===== src/design/jps_pkg.sv =====
// ---------------------------------------------------------------------------
// jps_pkg: shared types and constants of the jog/punch sequencer
// Phase, move and punch codes, lamp values, register indexes and reset
// values of the configuration registers.
// ---------------------------------------------------------------------------
package jps_pkg;

	// Default width of the stored X/Y targets
	localparam int unsigned POS_BITS_DEF = 16;

	// Configuration port
	localparam int unsigned CFG_IDX_W  = 3;
	localparam int unsigned CFG_DATA_W = 16;

	localparam logic [CFG_IDX_W-1:0] CFG_LIMIT_X    = 3'd0;
	localparam logic [CFG_IDX_W-1:0] CFG_LIMIT_Y    = 3'd1;
	localparam logic [CFG_IDX_W-1:0] CFG_JOG_STEP   = 3'd2;
	localparam logic [CFG_IDX_W-1:0] CFG_FAST_SPEED = 3'd3;
	localparam logic [CFG_IDX_W-1:0] CFG_SLOW_SPEED = 3'd4;

	localparam logic [15:0] LIMIT_X_RST    = 16'hFFFF;
	localparam logic [15:0] LIMIT_Y_RST    = 16'hFFFF;
	localparam logic [15:0] JOG_STEP_RST   = 16'd100;
	localparam logic [6:0]  FAST_SPEED_RST = 7'd64;
	localparam logic [7:0]  SLOW_SPEED_RST = 8'd16;

	// Bit positions in the button and event vectors
	localparam int unsigned BTN_LEFT   = 0;
	localparam int unsigned BTN_RIGHT  = 1;
	localparam int unsigned BTN_UP     = 2;
	localparam int unsigned BTN_DOWN   = 3;
	localparam int unsigned BTN_PUNCH  = 4;
	localparam int unsigned BTN_AUTO   = 5;
	localparam int unsigned EV_REACHED = 4;
	localparam int unsigned EV_DONE    = 5;

	// Indicator lamp values
	localparam logic [3:0] LAMP_HOMING = 4'd1;
	localparam logic [3:0] LAMP_MANUAL = 4'd4;
	localparam logic [3:0] LAMP_AUTO   = 4'd8;

	typedef enum logic [2:0] {
		PH_X_FAST = 3'd0,
		PH_X_SLOW = 3'd1,
		PH_Y_FAST = 3'd2,
		PH_Y_SLOW = 3'd3,
		PH_MANUAL = 3'd4,
		PH_AUTO   = 3'd5,
		PH_FAULT  = 3'd6
	} phase_t;

	typedef enum logic [1:0] {
		MV_IDLE   = 2'd0,
		MV_WANTED = 2'd1,
		MV_SENT   = 2'd2
	} move_t;

	typedef enum logic [1:0] {
		PU_IDLE      = 2'd0,
		PU_WANTED    = 2'd1,
		PU_SENT      = 2'd2,
		PU_POSTPONED = 2'd3
	} punch_t;

endpackage


===== src/design/jps_if.sv =====
// ---------------------------------------------------------------------------
// jps_if: channel interfaces of the jog/punch sequencer
// One interface for the control-tick beats going in, one for the result
// beats coming out; both use a valid/ready handshake.
// ---------------------------------------------------------------------------
interface jps_tick_if;
	logic valid;
	logic ready;
	logic btn_left;
	logic btn_right;
	logic btn_up;
	logic btn_down;
	logic btn_punch;
	logic btn_auto;
	logic left_switch_on;
	logic left_switch_off;
	logic top_switch_on;
	logic top_switch_off;
	logic target_reached;
	logic punch_done;

	modport source (
		output valid, btn_left, btn_right, btn_up, btn_down, btn_punch, btn_auto,
		       left_switch_on, left_switch_off, top_switch_on, top_switch_off,
		       target_reached, punch_done,
		input  ready
	);
	modport sink (
		input  valid, btn_left, btn_right, btn_up, btn_down, btn_punch, btn_auto,
		       left_switch_on, left_switch_off, top_switch_on, top_switch_off,
		       target_reached, punch_done,
		output ready
	);
endinterface

interface jps_result_if;
	logic              valid;
	logic              ready;
	logic signed [7:0] power_x;
	logic signed [7:0] power_y;
	logic [15:0]       goal_x;
	logic [15:0]       goal_y;
	logic              move_request;
	logic              loop_start;
	logic              encoder_clear;
	logic              punch_request;
	logic [3:0]        lamp;
	logic [2:0]        phase;

	modport source (
		output valid, power_x, power_y, goal_x, goal_y, move_request, loop_start,
		       encoder_clear, punch_request, lamp, phase,
		input  ready
	);
	modport sink (
		input  valid, power_x, power_y, goal_x, goal_y, move_request, loop_start,
		       encoder_clear, punch_request, lamp, phase,
		output ready
	);
endinterface


===== src/design/jog_punch_sequencer_top.sv =====
// ---------------------------------------------------------------------------
// jog_punch_sequencer_top: homing, jog and punch sequencer of a two-axis press
// Takes one control tick per beat and returns one result beat per tick.
// ---------------------------------------------------------------------------
// Each tick beat is decoded by one pass of compare, add and clamp logic and
// its result is held in the output register: a result appears in the cycle
// after its tick is taken, and a tick can be taken in every cycle as long
// as the output register is empty or is being drained in the same cycle.
// The only limit on throughput is the sink's ready. After reset the block
// homes X then Y (reverse fast to the switch, forward slowly off it); an
// unexpected event during homing latches the fault phase until reset.
// Configuration registers are written through cfg_we/cfg_index/cfg_data
// and should be changed only while no tick is in flight.
// ---------------------------------------------------------------------------
module jog_punch_sequencer_top
	import jps_pkg::*;
#(
	parameter int unsigned POS_BITS = POS_BITS_DEF
) (
	input  logic                  clk,
	input  logic                  arst_n,
	input  logic                  cfg_we,
	input  logic [CFG_IDX_W-1:0]  cfg_index,
	input  logic [CFG_DATA_W-1:0] cfg_data,
	jps_tick_if.sink              tick_ch,
	jps_result_if.source          result_ch
);

	localparam int unsigned AW = ((POS_BITS > 16) ? POS_BITS : 16) + 1;

	// Jog toward zero, stopping at zero
	function automatic logic [POS_BITS-1:0] jog_dn(input logic [POS_BITS-1:0] t,
	                                               input logic [15:0] step);
		logic [AW-1:0] te;
		logic [AW-1:0] se;
		logic [AW-1:0] df;
		te = AW'(t);
		se = AW'(step);
		df = te - se;
		jog_dn = (te > se) ? df[POS_BITS-1:0] : '0;
	endfunction

	// Jog away from zero, stopping at the limit
	function automatic logic [POS_BITS-1:0] jog_up(input logic [POS_BITS-1:0] t,
	                                               input logic [15:0] lim,
	                                               input logic [15:0] step);
		logic [AW-1:0] te;
		logic [AW-1:0] le;
		logic [AW-1:0] se;
		logic [AW-1:0] gap;
		logic [AW-1:0] sum;
		te  = AW'(t);
		le  = AW'(lim);
		se  = AW'(step);
		gap = le - te;
		sum = te + se;
		jog_up = ((le > te) && (gap > se)) ? sum[POS_BITS-1:0] : le[POS_BITS-1:0];
	endfunction

	// Configuration registers
	logic [15:0]       limit_x_q;
	logic [15:0]       limit_y_q;
	logic [15:0]       jog_step_q;
	logic [6:0]        fast_speed_q;
	logic signed [7:0] slow_speed_q;

	// Sequencer state
	phase_t              phase_q, phase_d;
	move_t               move_q, move_d;
	punch_t              punch_q, punch_d;
	logic [5:0]          prev_btn_q, prev_btn_d;
	logic [POS_BITS-1:0] target_x_q, target_x_d;
	logic [POS_BITS-1:0] target_y_q, target_y_d;
	logic                pend_reached_q, pend_reached_d;
	logic                pend_done_q, pend_done_d;

	// Result computed for the current tick
	logic signed [7:0] power_x_d;
	logic signed [7:0] power_y_d;
	logic              mreq_d;
	logic              lstart_d;
	logic              eclr_d;
	logic              preq_d;
	logic [3:0]        lamp_d;

	// Output register
	logic              out_valid_q;
	logic signed [7:0] power_x_q;
	logic signed [7:0] power_y_q;
	logic [15:0]       goal_x_q;
	logic [15:0]       goal_y_q;
	logic              mreq_q;
	logic              lstart_q;
	logic              eclr_q;
	logic              preq_q;
	logic [3:0]        lamp_q;
	logic [2:0]        phase_out_q;

	logic       take;
	logic [5:0] btn;
	logic [5:0] ev;

	assign tick_ch.ready = !out_valid_q || result_ch.ready;
	assign take          = tick_ch.valid && tick_ch.ready;

	assign btn = {tick_ch.btn_auto, tick_ch.btn_punch, tick_ch.btn_down,
	              tick_ch.btn_up, tick_ch.btn_right, tick_ch.btn_left};
	assign ev  = {tick_ch.punch_done, tick_ch.target_reached, tick_ch.top_switch_off,
	              tick_ch.top_switch_on, tick_ch.left_switch_off, tick_ch.left_switch_on};

	// Write configuration registers
	always_ff @(posedge clk or negedge arst_n) begin
		if (!arst_n) begin
			limit_x_q    <= LIMIT_X_RST;
			limit_y_q    <= LIMIT_Y_RST;
			jog_step_q   <= JOG_STEP_RST;
			fast_speed_q <= FAST_SPEED_RST;
			slow_speed_q <= SLOW_SPEED_RST;
		end else if (cfg_we) begin
			case (cfg_index)
				CFG_LIMIT_X:    limit_x_q    <= cfg_data;
				CFG_LIMIT_Y:    limit_y_q    <= cfg_data;
				CFG_JOG_STEP:   jog_step_q   <= cfg_data;
				CFG_FAST_SPEED: fast_speed_q <= cfg_data[6:0];
				CFG_SLOW_SPEED: slow_speed_q <= cfg_data[7:0];
				default: ;
			endcase
		end
	end

	// Next state and result of one tick
	always_comb begin
		logic run_man;
		logic auto_tick;
		logic man_r;
		logic man_d;
		run_man        = 1'b0;
		auto_tick      = 1'b0;
		man_r          = 1'b0;
		man_d          = 1'b0;
		phase_d        = phase_q;
		move_d         = move_q;
		punch_d        = punch_q;
		prev_btn_d     = prev_btn_q;
		target_x_d     = target_x_q;
		target_y_d     = target_y_q;
		pend_reached_d = pend_reached_q;
		pend_done_d    = pend_done_q;
		mreq_d         = 1'b0;
		lstart_d       = 1'b0;
		eclr_d         = 1'b0;
		preq_d         = 1'b0;
		power_x_d      = '0;
		power_y_d      = '0;
		lamp_d         = LAMP_HOMING;

		// Advance homing on the expected switch edge, fault on anything else
		case (phase_q)
			PH_X_FAST, PH_X_SLOW, PH_Y_FAST, PH_Y_SLOW: begin
				if (ev != '0) begin
					if (ev == (6'd1 << phase_q[1:0])) begin
						phase_d = phase_t'(phase_q + 3'd1);
						if (phase_q == PH_Y_SLOW) begin
							eclr_d   = 1'b1;
							lstart_d = 1'b1;
							mreq_d   = 1'b1;
							run_man  = 1'b1;
						end
					end else begin
						phase_d = PH_FAULT;
					end
				end
			end
			PH_MANUAL: begin
				man_r          = pend_reached_q || ev[EV_REACHED];
				man_d          = pend_done_q || ev[EV_DONE];
				pend_reached_d = 1'b0;
				pend_done_d    = 1'b0;
				run_man        = 1'b1;
			end
			PH_AUTO: begin
				pend_reached_d = pend_reached_q || ev[EV_REACHED];
				pend_done_d    = pend_done_q || ev[EV_DONE];
				phase_d        = PH_MANUAL;
				auto_tick      = 1'b1;
			end
			default: ;
		endcase

		// Manual handling: events, move/punch handoff, then jogs on button change
		if (run_man) begin
			prev_btn_d = btn;
			if (man_r) begin
				move_d = MV_IDLE;
				if (punch_d == PU_POSTPONED) punch_d = PU_WANTED;
			end
			if (man_d) punch_d = PU_IDLE;
			if (move_d == MV_WANTED && punch_d == PU_WANTED) punch_d = PU_POSTPONED;
			if (move_d == MV_WANTED && punch_d == PU_IDLE) begin
				move_d = MV_SENT;
				mreq_d = 1'b1;
			end
			if (punch_d == PU_WANTED && move_d == MV_IDLE) begin
				punch_d = PU_SENT;
				preq_d  = 1'b1;
			end
			if (prev_btn_q != btn) begin
				if (btn[BTN_LEFT]) begin
					target_x_d = jog_dn(target_x_d, jog_step_q);
					move_d     = MV_WANTED;
				end
				if (btn[BTN_RIGHT]) begin
					target_x_d = jog_up(target_x_d, limit_x_q, jog_step_q);
					move_d     = MV_WANTED;
				end
				if (btn[BTN_UP]) begin
					target_y_d = jog_dn(target_y_d, jog_step_q);
					move_d     = MV_WANTED;
				end
				if (btn[BTN_DOWN]) begin
					target_y_d = jog_up(target_y_d, limit_y_q, jog_step_q);
					move_d     = MV_WANTED;
				end
				if (btn[BTN_PUNCH] && punch_d == PU_IDLE) punch_d = PU_WANTED;
				if (btn[BTN_AUTO]) phase_d = PH_AUTO;
			end
		end

		// Motor drive and lamp from the updated phase
		if (auto_tick) begin
			lamp_d = LAMP_AUTO;
		end else begin
			case (phase_d)
				PH_X_FAST: power_x_d = 8'sd0 - $signed({1'b0, fast_speed_q});
				PH_X_SLOW: power_x_d = slow_speed_q;
				PH_Y_FAST: power_y_d = 8'sd0 - $signed({1'b0, fast_speed_q});
				PH_Y_SLOW: power_y_d = slow_speed_q;
				default: ;
			endcase
			if (phase_d == PH_MANUAL || phase_d == PH_AUTO) lamp_d = LAMP_MANUAL;
		end
	end

	// Hold sequencer state, advance on each accepted tick
	always_ff @(posedge clk or negedge arst_n) begin
		if (!arst_n) begin
			phase_q        <= PH_X_FAST;
			move_q         <= MV_IDLE;
			punch_q        <= PU_IDLE;
			prev_btn_q     <= '0;
			target_x_q     <= '0;
			target_y_q     <= '0;
			pend_reached_q <= 1'b0;
			pend_done_q    <= 1'b0;
		end else if (take) begin
			phase_q        <= phase_d;
			move_q         <= move_d;
			punch_q        <= punch_d;
			prev_btn_q     <= prev_btn_d;
			target_x_q     <= target_x_d;
			target_y_q     <= target_y_d;
			pend_reached_q <= pend_reached_d;
			pend_done_q    <= pend_done_d;
		end
	end

	// Output valid: set on a taken tick, drop when the beat is taken
	always_ff @(posedge clk or negedge arst_n) begin
		if (!arst_n) begin
			out_valid_q <= 1'b0;
		end else if (take) begin
			out_valid_q <= 1'b1;
		end else if (result_ch.ready) begin
			out_valid_q <= 1'b0;
		end
	end

	// Load result payload
	always_ff @(posedge clk) begin
		if (take) begin
			power_x_q   <= power_x_d;
			power_y_q   <= power_y_d;
			goal_x_q    <= 16'(target_x_d);
			goal_y_q    <= 16'(target_y_d);
			mreq_q      <= mreq_d;
			lstart_q    <= lstart_d;
			eclr_q      <= eclr_d;
			preq_q      <= preq_d;
			lamp_q      <= lamp_d;
			phase_out_q <= phase_d;
		end
	end

	assign result_ch.valid         = out_valid_q;
	assign result_ch.power_x       = power_x_q;
	assign result_ch.power_y       = power_y_q;
	assign result_ch.goal_x        = goal_x_q;
	assign result_ch.goal_y        = goal_y_q;
	assign result_ch.move_request  = mreq_q;
	assign result_ch.loop_start    = lstart_q;
	assign result_ch.encoder_clear = eclr_q;
	assign result_ch.punch_request = preq_q;
	assign result_ch.lamp          = lamp_q;
	assign result_ch.phase         = phase_out_q;

	// Fault is terminal until reset
	a_fault_sticky: assert property (@(posedge clk) disable iff (!arst_n)
		phase_q == PH_FAULT |=> phase_q == PH_FAULT)
		else $error("fault phase left without reset");

	// A move and a punch are never commanded on the same tick
	a_no_move_and_punch: assert property (@(posedge clk) disable iff (!arst_n)
		out_valid_q |-> !(mreq_q && preq_q))
		else $error("move and punch requested together");

	// Homing completion pulses come together
	a_homing_done: assert property (@(posedge clk) disable iff (!arst_n)
		(out_valid_q && eclr_q) |-> (lstart_q && mreq_q &&
			(phase_out_q == PH_MANUAL || phase_out_q == PH_AUTO)))
		else $error("encoder clear without loop start and move request");

	// Motors run only while homing
	a_power_homing_only: assert property (@(posedge clk) disable iff (!arst_n)
		(out_valid_q && (phase_out_q == PH_MANUAL || phase_out_q == PH_AUTO ||
			phase_out_q == PH_FAULT)) |-> (power_x_q == 8'sd0 && power_y_q == 8'sd0))
		else $error("motor power outside homing");

endmodule

===== src/flat_wrapper.sv =====
// flat-port wrapper written by rule: the top's interface ports become plain ports
module jog_punch_sequencer_top_flat import jps_pkg::*;
#(
	parameter int unsigned POS_BITS = POS_BITS_DEF
)
  (clk, arst_n, cfg_we, cfg_index, cfg_data, tick_ch_valid, tick_ch_btn_left, tick_ch_btn_right, tick_ch_btn_up, tick_ch_btn_down, tick_ch_btn_punch, tick_ch_btn_auto, tick_ch_left_switch_on, tick_ch_left_switch_off, tick_ch_top_switch_on, tick_ch_top_switch_off, tick_ch_target_reached, tick_ch_punch_done, tick_ch_ready, result_ch_valid, result_ch_power_x, result_ch_power_y, result_ch_goal_x, result_ch_goal_y, result_ch_move_request, result_ch_loop_start, result_ch_encoder_clear, result_ch_punch_request, result_ch_lamp, result_ch_phase, result_ch_ready);
  jps_tick_if tick_ch_i ();
  jps_result_if result_ch_i ();
  input  logic clk;
  input  logic arst_n;
  input  logic cfg_we;
  input  logic [CFG_IDX_W-1:0] cfg_index;
  input  logic [CFG_DATA_W-1:0] cfg_data;
  input wire logic [$bits(tick_ch_i.valid)-1:0] tick_ch_valid;
  input wire logic [$bits(tick_ch_i.btn_left)-1:0] tick_ch_btn_left;
  input wire logic [$bits(tick_ch_i.btn_right)-1:0] tick_ch_btn_right;
  input wire logic [$bits(tick_ch_i.btn_up)-1:0] tick_ch_btn_up;
  input wire logic [$bits(tick_ch_i.btn_down)-1:0] tick_ch_btn_down;
  input wire logic [$bits(tick_ch_i.btn_punch)-1:0] tick_ch_btn_punch;
  input wire logic [$bits(tick_ch_i.btn_auto)-1:0] tick_ch_btn_auto;
  input wire logic [$bits(tick_ch_i.left_switch_on)-1:0] tick_ch_left_switch_on;
  input wire logic [$bits(tick_ch_i.left_switch_off)-1:0] tick_ch_left_switch_off;
  input wire logic [$bits(tick_ch_i.top_switch_on)-1:0] tick_ch_top_switch_on;
  input wire logic [$bits(tick_ch_i.top_switch_off)-1:0] tick_ch_top_switch_off;
  input wire logic [$bits(tick_ch_i.target_reached)-1:0] tick_ch_target_reached;
  input wire logic [$bits(tick_ch_i.punch_done)-1:0] tick_ch_punch_done;
  output wire logic [$bits(tick_ch_i.ready)-1:0] tick_ch_ready;
  output wire logic [$bits(result_ch_i.valid)-1:0] result_ch_valid;
  output wire logic [$bits(result_ch_i.power_x)-1:0] result_ch_power_x;
  output wire logic [$bits(result_ch_i.power_y)-1:0] result_ch_power_y;
  output wire logic [$bits(result_ch_i.goal_x)-1:0] result_ch_goal_x;
  output wire logic [$bits(result_ch_i.goal_y)-1:0] result_ch_goal_y;
  output wire logic [$bits(result_ch_i.move_request)-1:0] result_ch_move_request;
  output wire logic [$bits(result_ch_i.loop_start)-1:0] result_ch_loop_start;
  output wire logic [$bits(result_ch_i.encoder_clear)-1:0] result_ch_encoder_clear;
  output wire logic [$bits(result_ch_i.punch_request)-1:0] result_ch_punch_request;
  output wire logic [$bits(result_ch_i.lamp)-1:0] result_ch_lamp;
  output wire logic [$bits(result_ch_i.phase)-1:0] result_ch_phase;
  input wire logic [$bits(result_ch_i.ready)-1:0] result_ch_ready;
  assign tick_ch_i.valid = tick_ch_valid;
  assign tick_ch_i.btn_left = tick_ch_btn_left;
  assign tick_ch_i.btn_right = tick_ch_btn_right;
  assign tick_ch_i.btn_up = tick_ch_btn_up;
  assign tick_ch_i.btn_down = tick_ch_btn_down;
  assign tick_ch_i.btn_punch = tick_ch_btn_punch;
  assign tick_ch_i.btn_auto = tick_ch_btn_auto;
  assign tick_ch_i.left_switch_on = tick_ch_left_switch_on;
  assign tick_ch_i.left_switch_off = tick_ch_left_switch_off;
  assign tick_ch_i.top_switch_on = tick_ch_top_switch_on;
  assign tick_ch_i.top_switch_off = tick_ch_top_switch_off;
  assign tick_ch_i.target_reached = tick_ch_target_reached;
  assign tick_ch_i.punch_done = tick_ch_punch_done;
  assign tick_ch_ready = tick_ch_i.ready;
  assign result_ch_valid = result_ch_i.valid;
  assign result_ch_power_x = result_ch_i.power_x;
  assign result_ch_power_y = result_ch_i.power_y;
  assign result_ch_goal_x = result_ch_i.goal_x;
  assign result_ch_goal_y = result_ch_i.goal_y;
  assign result_ch_move_request = result_ch_i.move_request;
  assign result_ch_loop_start = result_ch_i.loop_start;
  assign result_ch_encoder_clear = result_ch_i.encoder_clear;
  assign result_ch_punch_request = result_ch_i.punch_request;
  assign result_ch_lamp = result_ch_i.lamp;
  assign result_ch_phase = result_ch_i.phase;
  assign result_ch_i.ready = result_ch_ready;
  jog_punch_sequencer_top #(.POS_BITS(POS_BITS)) u_core (.clk(clk), .arst_n(arst_n), .cfg_we(cfg_we), .cfg_index(cfg_index), .cfg_data(cfg_data), .tick_ch(tick_ch_i), .result_ch(result_ch_i));
endmodule

===== config.mk =====
export PLATFORM = sky130hd
export DESIGN_NAME = jog_punch_sequencer_top_flat
export DESIGN_NICKNAME = d
export VERILOG_FILES = /design/src/design/jps_pkg.sv /design/src/design/jps_if.sv /design/src/design/jog_punch_sequencer_top.sv /design/src/flat_wrapper.sv
export SDC_FILE = /design/constraint.sdc
export NUM_CORES = 1
export LEC_CHECK = 0
export ABC_AREA = 0
export BUFFER_PORTS_ARGS = -buffer_cell sky130_fd_sc_hd__buf_4
export CAP_MARGIN = 20
export CORE_MARGIN = 5
export CORE_UTILIZATION = 56
export DETAILED_ROUTE_END_ITERATION = 10
export PLACE_DENSITY = 0.88
export SYNTH_ARGS = -nofsm -noshare
export SYNTH_HDL_FRONTEND = slang
export SYNTH_SLANG_ARGS = --single-unit

===== constraint.sdc =====
create_clock -name clk -period 6.5 [get_ports clk]
set_input_delay 0.975 -clock clk [delete_from_list [all_inputs] [get_ports clk]]
set_output_delay 0.975 -clock clk [all_outputs]
set_load 0.1 [all_outputs]

==> flow_metrics.env <==
export IMPL_status="complete, but fails checks"
export IMPL_failed_checks="negative setup slack"
export IMPL_area_delta_synth_final_pct=22.37
export IMPL_synth_flop_cell="dfrtp_1"
export IMPL_crit_path_max_incr_delay_ns=0.55
export IMPL_tightest_slew_ns=0.9769
export IMPL_reg2reg_from="u_core.jog_step_q[6]$_DFFE_PN1P_"
export IMPL_fin_ws_ns=-0.01578
export IMPL_wl_met1_um=16370
export IMPL_setup_tns_ns=-0.01578
export IMPL_drt_initial_drc_count=1259
export IMPL_finalCriticalPeriod_ns=6.516
export IMPL_wirelength_um=40340
export IMPL_ys_ff_latch=168
export IMPL_dpl_hpwl_um=28930
export IMPL_track_usage=0.2902
export IMPL_die_x_um=163.2
export IMPL_slew_headroom=0.3488
export IMPL_nets=1753
export IMPL_setup_viol_count_final=1
export IMPL_worstPathRequired_ns=6.70
export IMPL_clock_latency_ns=0.45
export IMPL_ctsHoldBuffers=0
export IMPL_grt_max_degree=70
export IMPL_yosysTopAreaCell="dfrtp_1"
export IMPL_maxCapViolCount=0
export IMPL_grt_antenna_before_repair=0
export IMPL_synthCells=1369
export IMPL_clockBufferDepth=2
export IMPL_remaining_drc_errors=0
export IMPL_numPortBuffers=95
export IMPL_rsz0062_at_grt="yes"
export IMPL_vias_per_cell=6.329
export IMPL_worstSetupEndpointType="flop"
export IMPL_hold_path_cell_count=2
export IMPL_slew_violations=0
export IMPL_fin_crit_sh=1.002
export IMPL_gp_congestion=0.9724
export IMPL_start_kind="flop"
export IMPL_num_antenna_cells=0
export IMPL_p_leak_nw=7.139
export IMPL_initial_core_util=0.5647
export IMPL_route_met3_wl_um=2793
export IMPL_clk_pin_slew_ns=0.07
export IMPL_hp_start="u_core.pend_reached_q$_DFFE_PN0P_"
export IMPL_clock_skew_ns=0.01007
export IMPL_row_count=56
export IMPL_synthDistinctLibCells=84
export IMPL_gr_total_overflow=0
export IMPL_synth_nets=1543
export IMPL_ys_seq_area_frac=0.3453
export IMPL_synth_edf_count=57
export IMPL_min_path_type="flop to flop"
export IMPL_fp_coreArea_mm2=0.02326
export IMPL_powerDensity_mw_per_mm2=627.3
export IMPL_dieArea_mm2=0.02662
export IMPL_drive_above_1_share=0.2971
export IMPL_cts_tree="built"
export IMPL_drt_first_pass_iters=6
export IMPL_numCtsBuffers=17
export IMPL_synth_top_area_share=0.1410
export IMPL_die_h_um=163.2
export IMPL_most_common_layout_cells="222 x buf_4, 120 x ha_1, 104 x nand2_1"
export IMPL_io_pins=97
export IMPL_wire_per_inst_um=21.11
export IMPL_cp_common_cell="buf_4"
export IMPL_r2r_cells=31
export IMPL_cts_sinks=168
export IMPL_r2r_end="u_core.result_ch.goal_y[10]$_DFFE_PP_"
export IMPL_wl_met2_um=18720
export IMPL_hold_violations=0
export IMPL_ir_drop_mv=0.2702
export IMPL_cp_slowest_cell="dfstp_2"
export IMPL_yosys_top_cells_area="dfrtp_1 14%, edfxtp_1 13%, ha_1 13%"
export IMPL_dp_slack_ns=-0.1508
export IMPL_power_mw=10.08
export IMPL_yosys_warnings=0
export IMPL_highest_layer="met4"
export IMPL_htree_levels=4
export IMPL_num_vias=12090
export IMPL_syn_area_per_cell_um2=9.596
export IMPL_grt_pass1_wl_um=60980
export IMPL_critPathKind="flop to flop"
export IMPL_worst_ep_arrival_time_ns=6.71
export IMPL_netlist_area_mm2=0.01314
export IMPL_max_freq_mhz=153.5
export IMPL_antenna_left=0
export IMPL_r2r_setup_slack_ns=-0.02
export IMPL_cts_root_buffer="clkbuf_16"
export IMPL_cp_max_fo=7
export IMPL_final_common_cell="buf_4"
export IMPL_synthArstFlopShare=0.6607
export IMPL_grt_pass1_vias=11830
export IMPL_hold_end="u_core.pend_reached_q$_DFFE_PN0P_"
==> what timing repair did <==
| action | 4_1_cts | 5_1_grt |
|---|---|---|
| endpoints found under the hold margin | 0 | 0 |
| gates cloned | 0 | 1 |
| gates resized for setup | 9 | 77 |
| pin swaps | 3 | 33 |
| endpoints found under the setup margin | 50 | 64 |
| buffers inserted | 3 | 20 |
==> cell type report <==
class,count,area [µm²]
multi-input combinational,1075,8462
fill,1680,7187
sequential,168,4537
timing repair buffer,230,1753
clock buffer,18,439.2
tap,319,399.1
inverter,87,326.6
clock inverter,14,158.9
==> cell usage after synthesis, drive strengths merged, types with 6 or more instances <==
| master | n |
|---|---|
| a21o | 27 |
| or3 | 7 |
| a21oi | 93 |
| nand3 | 21 |
| a22oi | 16 |
| inv | 86 |
| mux2 | 88 |
| dfrtp | 74 |
| dfstp | 37 |
| nor2 | 98 |
| fa | 6 |
| a211oi | 16 |
| clkbuf | 28 |
| nor2b | 18 |
| a22o | 36 |
| o21bai | 10 |
| xnor2 | 53 |
| and2 | 10 |
| and3 | 8 |
| o21a | 15 |
| buf | 11 |
| nand2b | 15 |
| mux2i | 36 |
| a31oi | 7 |
| nor3 | 16 |
| o21ai | 89 |
| o211ai | 8 |
| o31ai | 10 |
| edfxtp | 57 |
| xor2 | 27 |
| nor4 | 10 |
| nand2 | 105 |
| nand4 | 20 |
| ha | 132 |
==> how the worst max path moves through the flow <==
| stage | startpoint | end | cells past startpoint |
|---|---|---|---|
| after floorplan | u_core.jog_step_q[2]$_DFFE_PN1P_ | u_core.result_ch.goal_x[13]$_DFFE_PP_ | 30 |
| after global placement | u_core.jog_step_q[0]$_DFFE_PN0P_ | u_core.result_ch.goal_x[10]$_DFFE_PP_ | 29 |
| after detailed placement | u_core.jog_step_q[0]$_DFFE_PN0P_ | u_core.result_ch.goal_x[9]$_DFFE_PP_ | 29 |
| after CTS | u_core.jog_step_q[2]$_DFFE_PN1P_ | u_core.result_ch.goal_x[9]$_DFFE_PP_ | 32 |
| after global routing | u_core.jog_step_q[3]$_DFFE_PN0P_ | u_core.result_ch.goal_y[10]$_DFFE_PP_ | 29 |
| final | u_core.jog_step_q[6]$_DFFE_PN1P_ | u_core.result_ch.goal_y[10]$_DFFE_PP_ | 31 |
==> sequential cells by signal (all words and copies together) (netlist names), 3 cells and up <==
| register | flops |
|---|---|
| u_core.fast_speed_q | 7 |
| u_core.jog_step_q | 16 |
| u_core.limit_x_q | 16 |
| u_core.limit_y_q | 16 |
| u_core.phase_q | 3 |
| u_core.prev_btn_q | 6 |
| u_core.result_ch.goal_x | 16 |
| u_core.result_ch.goal_y | 16 |
| u_core.result_ch.lamp | 3 |
| u_core.result_ch.phase | 3 |
| u_core.result_ch.power_x | 8 |
| u_core.result_ch.power_y | 8 |
| u_core.slow_speed_q | 8 |
| u_core.target_x_q | 16 |
| u_core.target_y_q | 16 |
==> critical path, delay by kind of cell, from the launching register on <==
family / cells / cell delay [ns]
AND/OR/NAND/NOR: 7 / 1.29
flip-flops: 1 / 0.55
AO/OA/AOI/OAI: 10 / 1.70
buffers and inverters: 7 / 1.03
multiplexers: 3 / 0.63
XOR/XNOR: 1 / 0.11
adder cells (fa/ha/maj): 3 / 1.00
==> through the flow <==
step | std cells | area [µm²] | hold slack (ns) | utilization
finish | 1911 | 16080 | 0.4971 | 0.6911
CTS | 1889 | 15580 | 0.4994 | 0.6696
detailed placement | 1854 | 14920 | 0.4839 | 0.6413
global route | 1911 | 16080 | 0.5256 | 0.6911
floorplan | 1369 | 13140 | 0.4574 | -
global placement | 1854 | 14920 | 0.4791 | 0.6413
==> cells by family (layout without fill, tap and decap cells) <==
| family | count (synthesis) | count (layout) | share of synthesized area |
|---|---|---|---|
| muxes | 124 | 124 | 0.1034 |
| DFF | 168 | 168 | 0.3453 |
| buffers and inverters | 126 | 349 | 0.03829 |
| xor gates and xnor gates | 80 | 80 | 0.05334 |
| and+or+nand+nor | 348 | 348 | 0.1268 |
| other | 1 | 1 | 0.0002855 |
| AOI/OAI and AO/OA | 384 | 384 | 0.1977 |
| adders and majority gates | 138 | 138 | 0.1349 |
==> metal layers <==
layer,vias up,track usage
met1,5793,0.3639
met5,-,0
met4,0,0.1613
li1,5479,-
met3,190,0.04542
met2,632,0.4800
==> power breakdown <==
part / leakage (nW) / switching, mW / internal [mW]
clock: 0.294 / 0.485 / 0.587
sequential: 1.84 / 0.265 / 1.48
combinational: 5.00 / 4.09 / 3.18
Power figures use the tool's default switching activity.
